`src/rtl/mseu_ram.sv`:
```
module mseu_ram #(
  parameter int unsigned WIDTH = 32,
  parameter int unsigned DEPTH = 32
) (
  input  logic                     clk_i,
  input  logic                     we_i,
  input  logic [$clog2(DEPTH)-1:0] waddr_i,
  input  logic [WIDTH-1:0]         wdata_i,
  input  logic                     re_i,
  input  logic [$clog2(DEPTH)-1:0] raddr_i,
  output logic [WIDTH-1:0]         rdata_o
);

  logic [WIDTH-1:0] mem_q [DEPTH];
  logic [WIDTH-1:0] rdata_q;

  always_ff @(posedge clk_i) begin
    if (we_i) begin
      mem_q[waddr_i] <= wdata_i;
    end
    if (re_i) begin
      // write-first on a same-address collision
      if (we_i && (waddr_i == raddr_i)) begin
        rdata_q <= wdata_i;
      end else begin
        rdata_q <= mem_q[raddr_i];
      end
    end
  end

  assign rdata_o = rdata_q;

endmodule

```
`config.mk`:
```
export PLATFORM = sky130hd
export DESIGN_NAME = mseu_ram
export DESIGN_NICKNAME = d
export VERILOG_FILES = /design/src/rtl/mseu_ram.sv
export SDC_FILE = /design/constraint.sdc
export NUM_CORES = 1
export LEC_CHECK = 0
export BUFFER_PORTS_ARGS = -buffer_cell sky130_fd_sc_hd__buf_2
export CORE_AREA = 8 8 331 333
export CTS_CLUSTER_DIAMETER = 30
export DETAILED_ROUTE_END_ITERATION = 10
export DIE_AREA = 0 0 339 341
export PLACE_DENSITY = 0.53
export SLEW_MARGIN = 20
export SYNTH_ARGS = -nofsm -noshare
export SYNTH_HDL_FRONTEND = slang
export SYNTH_SLANG_ARGS = --single-unit
```
`constraint.sdc`:
```
create_clock -name clk_i -period 5.6 [get_ports clk_i]
set_clock_uncertainty 0.2 [all_clocks]
set_input_delay 0 -clock clk_i [delete_from_list [all_inputs] [get_ports clk_i]]
set_output_delay 0 -clock clk_i [all_outputs]
set_load 0.01 [all_outputs]
```
---- Yosys cells after proc, flatten, opt, wreduce, memory -nomap -nowiden ----
Memory sizes are Yosys's and may differ from the RTL's. A register that Yosys moved wholly into a read port is not among the register bits.
Cells that the tools add are included.
word-level totals
  bits in registers ....................... 0
  RAM bits ................................ 1024
  output and inout port bits .............. 32
  word-level logic and storage cells ...... 3
  memories ................................ 1
memory list
  memory  words  width  read ports  clocked after Yosys merged registers in  wr ports  line  RTL
  mem_q   32     32     1           1                                        1         14    logic [WIDTH-1:0] mem_q [DEPTH];
operators by class
  multiplexer cells ....................... 2
operator list
  cell              count
  2-to-1 mux 1 bit  2

---- Depth between registers and ports, before layout ----
  depth in word-level cells ............... 2
  mapped depth ............................ 8
  mapped depth without buffers ............ 5

---- Worst setup path after synthesis ----
No wires, ideal clock.
  path kind ............................... input -> register
  start point ............................. in waddr_i[3]
  end point ............................... mem mem_q[10][0] (enable)
  arrival time ............................ 2.102 ns
  setup slack ............................. 2.877 ns
  stages on the path ...................... 3
  buffers on the path ..................... 1
  cells stage by stage .................... clkbuf_1 > or3b_2 > nor2_1
RTL lines
  what         line  RTL
  from (decl)  7     input logic [$clog2(DEPTH)-1:0] waddr_i,
  to (decl)    14
Straight into the memory's write port.

---- Worst setup path in the final report ----
  start point ............................. in waddr_i[2]
  end point ............................... mem mem_q[6][26] (enable)
Straight into the memory's write port.

==> results.rst <==
.. list-table::
   :header-rows: 1

   * - Metric
     - Value
   * - Result of the run
     - completed
   * - Maximum level of the CTS H-tree
     - 4
   * - Setup repair after global routing missed its margin
     - false
   * - Worst Reg2Reg Path Length in Cells
     - 6
   * - Remaining routing DRC violations
     - 0
   * - Number of nets with antenna violations after routing
     - 0
   * - Clock slew at reported path FFs
     - 50 ps
   * - Bufs on Longest Clock Path
     - 3
   * - Die Width
     - around 340 um
   * - Cell leakage power
     - 17.3 nW
   * - Worst r2r dst
     - rdata_o[13]
   * - Hold Path End
     - mem_q[20][12]
   * - Iteration count of the initial detailed-routing pass
     - 6
   * - Detailed-route wire length per cell
     - 27.7 um
   * - Top cells by area in the synthesized netlist
     - edfxtp_1 (77%), mux2i_1 (12%), a22oi_1 (2.3%)
   * - Ordered list of cells on the worst path
     - dlygate4sd3_1, buf_2, or3b_2, dlygate4sd3_1, nor2_4, buf_4
   * - Startpoint of the worst hold path
     - waddr_i[0]
   * - Worst slew margin relative to its limit
     - 0.245
   * - Worst VDD drop
     - 0.000214 V
   * - Total CTS buffers
     - 181
   * - Register-to-register setup slack
     - 3410 ps
   * - Startpoint of the worst register-to-register path
     - mem_q[17][13]
   * - Number of nets produced by synthesis
     - 2226
   * - Layout cells sized above 1
     - 0.199
   * - Signal arrival time at the worst endpoint
     - 3320 ps
   * - Vertical die dimension
     - 341 um
   * - Setup repair bufs after CTS
     - 0
   * - Cell row count
     - roughly 120
   * - Total detailed-routing wirelength
     - 110000 um
   * - Fill count
     - between 8000 and 9000
   * - Total Power
     - roughly 20 mW
   * - Clock latency of the later-clocked register in the worst-skew pair
     - 740 ps
   * - Slowest library cell on the worst path
     - dlygate4sd3_1
   * - Mapped Cells
     - 2181
   * - Detailed router's first-iteration violation count
     - 1939
   * - Vias in the first global route
     - 22200
   * - Final hold viol count
     - 0
   * - Weighted congestion reported at the end of routability-driven placement
     - 0.750
   * - Clock tree from TritonCTS
     - built
   * - Area share of the leading cell type in the synthesized netlist
     - 0.767
   * - Post-synthesis cell type count
     - 30
   * - IO Count
     - between 70 and 80
   * - Register bit count reported by yosys
     - about 1100
   * - Critical path required time
     - 5770 ps
   * - Tightest Hold Check Type
     - in2reg
   * - Most used cell, CP
     - dlygate4sd3_1
   * - Mean area per synthesized cell
     - 18.9 um^2
   * - Delay-heaviest family, CP
     - buffers and inverters
   * - Global route total overflow
     - 0
   * - Post-detailed-placement cell area
     - 43600 um^2
   * - Final cycle utilization of the critical path
     - 0.563
   * - Effective utilization at floorplan
     - 0.396
   * - Tightest hold margin
     - 106 ps
   * - Syn-to-layout area delta
     - 21.2%
   * - Synth Cell Area
     - 41300 um^2
   * - Design area
     - around 50000 um^2
   * - Core Box Area
     - 104000 um^2
   * - Die area
     - between 100000 and 150000 um^2
   * - Kind of end point of the critical path
     - flop
   * - Max frequency
     - about 320 MHz
   * - Max Cap Violations
     - 0
   * - Critical path peak fanout
     - 18
   * - Aggregate global-route resource usage
     - 0.185
   * - Tightest Pin Transition
     - ~1100 ps
   * - Root Buffer Master
     - clkbuf_16
   * - Port buffer count
     - 76
   * - Final period demand of the worst path
     - ~3200 ps
   * - Number of antenna violations at the first check in global routing
     - 4
   * - Via density per instance
     - approximately 5.5
   * - Total half-perimeter wirelength after legalization and detailed placement
     - between 50000 and 60000 um
   * - Startpoint type of the worst setup path
     - input pin
   * - Sequential cell area fraction in the yosys report
     - 0.767
   * - Clock Sinks
     - 1056
   * - Ys Warns
     - 0
   * - Delay of the slowest critical-path stage
     - 710 ps
   * - Kind of critical path
     - in2reg
   * - Maximum number of pins on one net before global-route repair
     - 92
   * - Net total in the final layout
     - between 2000 and 2500
   * - Worst hold path stage count
     - 3
   * - Max Slew Vio Count
     - 0
   * - Library cell with the largest summed area after synthesis
     - edfxtp_1
   * - Wire length of the first global-routing pass
     - about 160000 um
   * - Vias
     - 21700
   * - Final sum of negative setup slack
     - 0 ps
   * - Power density of the placed cells
     - 410 nW/um^2
   * - Final count of negative-setup-slack endpoints
     - 0
   * - WP buf/inv
     - 4
   * - Core occupancy in the finished layout
     - 0.480
## flip-flops by register name, indices dropped and copies added, names as in the netlist
name,count
rdata_o,32
mem_q,1024
## cell type report
type                    count  area, um^2  area share
clock inverters           130        1350      0.0269
flip-flops and latches   1056       31700       0.633
diodes                      1        2.50   0.0000500
multi-input cells         988        9020       0.180
clock buffers             206        4690      0.0936
repair buffers            183        1550      0.0310
well taps                1391        1740      0.0348
## worst min-delay path, delay by kind of cell
| kind | cells | cell delay (ps) |
|---|---|---|
| simple gates | 2 | 660 |
| buf+inv | 1 | 170 |
## power breakdown
part / switching [mW] / internal (mW) / total (mW) / leakage [nW]
registers: 0.0411 / 8.85 / 8.89 / 9.53
logic: 0.595 / 0.312 / 0.907 / 4.89
clock network: 3.77 / 6.95 / 10.7 / 2.91
## cell families (layout without fill, tap and decap cells)
| kind of cell | count (synthesis) | in the layout | synth area share |
|---|---|---|---|
| other | 0 | 1 | 0 |
| AOI/OAI and AO/OA | 384 | 384 | 0.0771 |
| DFF | 1056 | 1056 | 0.767 |
| buffers and inverters | 137 | 519 | 0.0210 |
| xor gates and xnor gates | 5 | 5 | 0.00106 |
| muxes | 512 | 512 | 0.124 |
| and+or+nand+nor | 87 | 87 | 0.00933 |
## Yosys cell counts
cell type	n
a221oi_2	10
mux2i_1	512
buf_2	9
nor2_1	34
or2_2	1
o41ai_2	32
nand2b_1	2
buf_1	11
xor2_1	4
clkbuf_1	59
buf_6	29
or3b_2	3
nand3_1	2
clkbuf_4	12
or3_1	1
and3_1	1
nor2b_1	2
buf_8	2
a21oi_1	64
nand2_1	34
xnor2_1	1
a22oi_1	128
nor4_1	1
edfxtp_1	1056
and2_1	1
o22ai_1	32
nand3b_1	5
a22o_1	64
buf_4	15
a221oi_1	54
## layer usage
metal  part of all wire  GRT usage  wire length, um
met4              0.021     0.0498             2250
met3              0.066     0.0415             7290
met1               0.44      0.255            48200
met2               0.47      0.297            52000
met5            0.00025          0               27
## placed cells by master (no fill, tap or decap), types with 2 or more instances in the layout
master	count
a22oi_1	128
nand2b_2	2
o41ai_2	32
buf_16	5
clkinv_1	28
dlygate4sd3_1	44
clkinv_8	4
buf_2	75
clkinv_2	31
bufinv_16	20
nand3b_1	5
clkinv_4	12
a221oi_2	10
a21oi_1	64
nand3_1	2
nand2_1	33
buf_12	12
nor2b_4	2
or3b_2	3
inv_6	14
clkbuf_1	22
clkbuf_16	184
buf_4	46
inv_8	3
a221oi_1	54
mux2i_1	512
xor2_1	4
clkinvlp_4	17
o22ai_1	32
a22o_1	64
nor2_4	33
edfxtp_1	1056
## what timing repair did
item,in CTS,in global routing
hold buffers,44,0
resized for setup,0,0
hold endpoints to repair,1346,0
## through the flow
step	setup slack, ps	std cells
final	2450	3955
after floorplan	2880	2181
after global placement	2570	3569
after CTS	2540	3953
after global routing	2450	3954
after detailed placement	2560	3573
## worst max path at each step
stage	slack, ps	end	startpoint	depth (start not counted)
after floorplan	2880	mem_q[10][0]	waddr_i[3]	3
after global placement	2570	rdata_o[21]	raddr_i[0]	5
after detailed placement	2560	rdata_o[4]	raddr_i[0]	5
after CTS	2540	mem_q[6][26]	waddr_i[2]	6
after global routing	2450	mem_q[6][26]	waddr_i[2]	6
final	2450	mem_q[6][26]	waddr_i[2]	6
(Power assumes the default switching activity.)
