File: src/rtl/mseu_pkg.sv
package mseu_pkg;

  localparam int unsigned XLEN    = 32;
  localparam int unsigned REG_AW  = 5;
  localparam int unsigned REG_N   = 32;
  localparam int unsigned IMM_W   = 16;
  localparam int unsigned CMD_W   = 4;
  localparam int unsigned MADDR_W = 10;

  typedef enum logic [CMD_W-1:0] {
    CMD_ADD  = 4'd0,
    CMD_SUB  = 4'd1,
    CMD_AND  = 4'd2,
    CMD_OR   = 4'd3,
    CMD_SLT  = 4'd4,
    CMD_LW   = 4'd5,
    CMD_SW   = 4'd6,
    CMD_BEQ  = 4'd7,
    CMD_BNE  = 4'd8,
    CMD_ADDI = 4'd9,
    CMD_J    = 4'd10
  } cmd_e;

  typedef enum logic [1:0] {
    ST_OK    = 2'd0,
    ST_RANGE = 2'd1,
    ST_UNSUP = 2'd2
  } status_e;

  typedef struct packed {
    logic               we;
    logic [REG_AW-1:0]  wreg;
    logic [XLEN-1:0]    wval;
    logic               ld;
    logic               st;
    logic [XLEN-1:0]    addr;
    logic [MADDR_W-1:0] maddr;
    logic               taken;
    status_e            status;
  } ex_res_t;

endpackage

File: src/rtl/mseu_exec.sv
module mseu_exec import mseu_pkg::*; #(
  parameter int unsigned MEM_WORDS = 1024
) (
  input  logic [CMD_W-1:0]  cmd_i,
  input  logic [REG_AW-1:0] dest_reg_i,
  input  logic [IMM_W-1:0]  imm_i,
  input  logic [XLEN-1:0]   opa_i,
  input  logic [XLEN-1:0]   opb_i,
  input  logic [XLEN-1:0]   opd_i,
  output ex_res_t           res_o
);

  localparam logic [XLEN-1:0] MemLimit = XLEN'(MEM_WORDS);

  logic [XLEN-1:0] imm_ext;
  logic [XLEN-1:0] addr;
  logic            hit;
  logic            has_write;
  logic [XLEN-1:0] result;
  logic            dest_nz;

  assign imm_ext = {{(XLEN-IMM_W){imm_i[IMM_W-1]}}, imm_i};
  assign addr    = opa_i + imm_ext;
  assign hit     = addr < MemLimit;
  assign dest_nz = dest_reg_i != '0;

  always_comb begin
    has_write    = 1'b0;
    result       = '0;
    res_o        = '0;
    res_o.status = ST_OK;
    res_o.addr   = addr;
    unique case (cmd_e'(cmd_i))
      CMD_ADD: begin
        result    = opa_i + opb_i;
        has_write = 1'b1;
      end
      CMD_SUB: begin
        result    = opa_i - opb_i;
        has_write = 1'b1;
      end
      CMD_AND: begin
        result    = opa_i & opb_i;
        has_write = 1'b1;
      end
      CMD_OR: begin
        result    = opa_i | opb_i;
        has_write = 1'b1;
      end
      CMD_SLT: begin
        result    = {{(XLEN-1){1'b0}}, ($signed(opa_i) < $signed(opb_i))};
        has_write = 1'b1;
      end
      CMD_ADDI: begin
        result    = addr;
        has_write = 1'b1;
      end
      CMD_LW: begin
        if (hit) begin
          res_o.ld    = 1'b1;
          res_o.we    = dest_nz;
          res_o.wreg  = dest_nz ? dest_reg_i : '0;
          res_o.maddr = addr[MADDR_W-1:0];
        end else begin
          res_o.status = ST_RANGE;
        end
      end
      CMD_SW: begin
        if (hit) begin
          res_o.st    = 1'b1;
          res_o.wval  = opd_i;
          res_o.maddr = addr[MADDR_W-1:0];
        end else begin
          res_o.status = ST_RANGE;
        end
      end
      CMD_BEQ: res_o.taken = opa_i == opb_i;
      CMD_BNE: res_o.taken = opa_i != opb_i;
      CMD_J:   res_o.taken = 1'b1;
      default: res_o.status = ST_UNSUP;
    endcase
    if (has_write && dest_nz) begin
      res_o.we   = 1'b1;
      res_o.wreg = dest_reg_i;
      res_o.wval = result;
    end
  end

endmodule

File: config.mk
export PLATFORM = sky130hd
export DESIGN_NAME = mseu_exec
export DESIGN_NICKNAME = d
export VERILOG_FILES = /design/src/rtl/mseu_pkg.sv /design/src/rtl/mseu_exec.sv
export SDC_FILE = /design/constraint.sdc
export NUM_CORES = 1
export LEC_CHECK = 0
export BUFFER_PORTS_ARGS = -buffer_cell sky130_fd_sc_hd__buf_2
export CAP_MARGIN = 20
export CORE_ASPECT_RATIO = 1.5
export CORE_MARGIN = 8
export CORE_UTILIZATION = 35
export DETAILED_ROUTE_END_ITERATION = 7
export PLACE_DENSITY = 0.57
export SLEW_MARGIN = 10
export SYNTH_ARGS = -nofsm -noshare
export SYNTH_HDL_FRONTEND = slang
export SYNTH_SLANG_ARGS = --single-unit
File: constraint.sdc
create_clock -name vclk -period 6
set_clock_uncertainty 0.05 [all_clocks]
set_input_delay 1.2 -clock vclk [all_inputs]
set_output_delay 1.2 -clock vclk [all_outputs]
set_load 0.005 [all_outputs]
; After elaboration in Yosys (flattened, before gate mapping)
; Index checks and enable logic that the tools add are counted.
; Widths: inputs -> output; s select.
[word_totals]
regBits = 0
input_bits = 121
output_inout_bits = 85
wordCells = 41
[classes]
n_addsub = 3
order_cmp = 2
eq_ne = 12
muxes = 16
bitwise_logic = 2
n_reduce_logical = 6
[ops]
columns = cell, n
row1 = $pmux 32 s6, 1
row2 = $add 32x32->32, 2
row3 = $mux 32, 2
row4 = $mux 38, 1
row5 = $and 32x32->32, 1
row6 = $eq 32x32->1, 1
row7 = $lt 32x11->1 const B, 1
row8 = $lt 32x32->1, 1
row9 = $ne 32x32->1, 1
row10 = $or 32x32->32, 1
row11 = $sub 32x32->32, 1
row12 = $mux 10, 2
row13 = $eq 4x3->1 const B, 4
row14 = $eq 4x4->1 const B, 3
row15 = $mux 6, 2
row16 = $reduce_or 9->1, 1
row17 = $eq 4x2->1 const B, 2
row18 = $reduce_or 6->1, 1
row19 = $mux 1, 5
row20 = $mux 5, 1
row21 = $reduce_bool 5->1, 1
row22 = $eq 4x1->1 const B, 1
row23 = $logic_not 4->1, 1
row24 = $pmux 2 s2, 1
row25 = other kinds (3), 3

; Depth between registers and ports, before layout
[depth]
depth_word = 5
mapped_depth = 14
depth_no_buf = 14

; Worst setup path after synthesis
; OpenSTA, ideal clock, no wires.
[synth_timing]
path_type = input to output
start = input imm_i[0]
end = output res_o[12] (netlist name)
arrival_time_ps = 4506
required_time_ps = 4750
path_slack_ps = 244
cell_stages = 14
n_path_buf = 1
cell_sequence = ha_1 -> inv_1 -> fa_1 -> nand2b_1 -> a21o_1 -> a21o_1 -> o31ai_1 -> xor2_1 -> or4_1 -> or4_4 -> nor4_4 -> nand4b_2 -> buf_4 -> nor3_1
[synth_lines]
columns = item, line
row1 = "start, declared", mseu_exec.sv:6  ; input logic [IMM_W-1:0] imm_i,
row2 = "end, declared", mseu_exec.sv:10  ; output ex_res_t res_o

==> metrics.md <==
| Metric | Value |
|---|---|
| Post-synth top area cell | `ha_1` |
| Max Cap Violations | `0` |
| CP bufs+invs | `6` |
| Worst Path Class, Setup | `in -> out` |
| Register Area | `0 sq um` |
| Avg WL per Cell | `20.9 um` |
| Sequential cell count | `0` |
| Antenna-violating nets left | `0` |
| Residual DRC | `0` |
| Die area | `about 0.026 sq mm` |
| Layout area overhead | `34.8%` |
| Worst ir drop on vdd | `about 0.000046 V` |
| Final min period | `~6000 ps` |
| Worst setup margin | `-20.3 ps` |
| Period utilisation layout | `100%` |
| Mean Syn Cell Area | `6.39 sq um` |
| CP endpoint kind | `output pin` |
| Die height | `195 um` |
| Max stage delay cell, worst path | `or4_4` |
| Worst min path class | `in -> out` |
| Die width | `about 140 um` |
| Synthesized Nets | `roughly 1400` |
| Critical path's largest stage delay | `about 510 ps` |
| Critical Path RT | `4750 ps` |
| Core area | `0.0210 sq mm` |
| Status | `finished with violations` |
| First-pass GRT wire length | `53300 um` |
| CP Launch Type | `input pin` |
| GP Congestion | `between 0.9 and 1` |
| Vias | `9773` |
| IO Count | `206` |
| Hold buffers post-CTS | `0` |
| Pleak | `~4.8 nW` |
| Crit. Startpoint | `imm_i[1]` |
| Gr ovfl total | `0` |
| Crit Path Max Fanout | `5` |
| Power Dens Cells | `roughly 110 mW/mm^2` |
| Largest delay share family, worst path | `simple AND/OR/NAND/NOR gates` |
| Slew HR | `27.4%` |
| Achievable Freq | `0.166 GHz` |
| Slew Viols, Final | `0` |
| Worst-Margin Slew | `roughly 1100 ps` |
| Crit path DAT | `4770 ps` |
| Commonest cells post-synth | `ha_1 (127), nand2_1 (125), inv_1 (105), nor2_1 (105), a21oi_1 (103)` |
| Final wirelength | `35600 um` |
| Vias in the first global route | `9684` |
| Final hold vios | `0` |
| Share of cells above drive strength 1 | `between 20% and 30%` |
| Drt initial violations | `675` |
| RSZ-0062 raised after global routing | `yes` |
| Violated checks | `negative setup slack` |
| Pre-antenna DRT Iters | `5` |
| Initial antenna violation count | `1` |
| Final-layout clock buffer total | `0` |
| Crit. path cell count | `17` |
| DP Wirelength | `between 20000 and 30000 um` |
| YS warnings | `0` |
| Fillers | `between 2000 and 2500` |
| Final core occ | `47.8%` |
| Post-synthesis instance area | `between 0.007 and 0.008 sq mm` |
| Netlist cell types | `69` |
| Share of Yosys cell area claimed by the top area cell type | `21.4%` |
| Largest net degree at the start of global routing | `33` |
| Initial core utilization | `35.4%` |
| Final setup fails | `12` |
| Nets | `1682` |
| Seq/Total Area, Yosys | `0%` |
| Site Rows | `65` |
| Port Buf Inserts | `206` |
| Synth area leaders | `ha_1 (21%), a21oi_1 (6.9%), nand2_1 (6.3%), o21ai_0 (5.3%), inv_1 (5.3%)` |
| End of the critical path | `res_o[80]` |
| Gr usage total | `between 20% and 30%` |
| Cells after Synth | `between 1000 and 1500` |
| Total chip power | `1.08 mW` |
| Most common cell in the netlist | `ha_1` |
| Crit path cell chain | `buf_2, buf_4, ha_4, a211oi_4, o21ai_1, buf_4, nand4_1, and3_4, xnor2_4, or4_4, or4_4, nor4_4, nand4b_4, buf_12, clkbuf_16, o21ai_2, buf_2` |
| Average vias per placed instance | `5.76` |
==> power breakdown <==
group          switching [mW]  internal, mW  leakage [nW]    total (mW)
clock network               0  0.0000000223    0.00000634  0.0000000223
logic                   0.613         0.469          4.81          1.08
registers                   0             0             0             0
==> metal layers <==
layer  vias up  share of wire (%)  global-route usage (%)
met3        96                4.2                    1.76
li1       4773                  -                       -
met4         0                7.7                    14.8
met2       319                 51                    47.0
met5         -                  0                       0
met1      4585                 37                    27.1
==> what timing repair did <==
| action | CTS | global route |
|---|---|---|
| resized for setup | 19 | 54 |
| setup endpoints to repair | 47 | 51 |
| pin swaps | 8 | 24 |
| gates cloned | 2 | 3 |
| buffers inserted | 15 | 4 |
==> per-stage QoR <==
stage                     std cells  setup TNS (ps)  hold slack [ps]  area [sq um]  setup slack, ps
after CTS                      1690               0             2660          9640             16.2
after global routing           1698           -5700             2670         10000             -174
after global placement         1673           -1410             2650          9360             -127
after detailed placement       1673           -3410             2660          9360             -171
after floorplan                1164               0             2440          7440              244
final                          1698            -101             2660         10000            -20.3
==> worst min-delay path by stage <==
stage	from	endpoint	slack, ps	cells past startpoint
floorplan	dest_reg_i[0]	res_o[79]	2440	2
global route	dest_reg_i[1]	res_o[80]	2670	4
global placement	opd_i[1]	res_o[48]	2650	4
finish	dest_reg_i[1]	res_o[80]	2660	4
CTS	dest_reg_i[1]	res_o[80]	2660	4
detailed placement	opd_i[30]	res_o[77]	2660	4
==> cells in the final DEF (no fill, tap or decap), drive strengths merged, types with 7 or more instances in the layout <==
master,instances
and2,9
nor4,9
nor2,105
a221oi,27
buf,332
a21oi,105
o221ai,13
nand4,15
nand2b,22
o22ai,32
and3,8
o31ai,7
o21ai,90
nor2b,17
nand2,125
o21bai,19
a2111oi,7
a211oi,17
ha,127
nor3,36
a211o,8
xnor2,35
o211ai,12
a31oi,9
o21a,8
inv,105
mux2i,8
a21o,20
xor2,14
nand3,16
==> tightest hold or removal path, cell delays in order <==
cell,delay (ps)
buf_2,90
nand2_1,60
o21ai_2,40
buf_2,110
==> layout make-up <==
class,instances,area (sq um),area share [%]
antenna,1,2.50,0.0250
timing repair buffer,335,2160,21.5
tap,268,335,3.34
multi-input combinational,989,7140,71.2
inverter,105,394,3.93
==> logic make-up (layout without fill, tap and decap cells) <==
family | count (synthesis) | after routing | synth area share, %
simple gates | 387 | 387 | 24.9
mux | 8 | 8 | 1.08
other cells | 0 | 1 | 0
xor+xnor | 49 | 49 | 5.77
compound gates | 415 | 415 | 37.0
fa+ha+maj | 130 | 130 | 22.2
buf+inv | 175 | 440 | 9.14
Power figures use the tool's default switching activity.
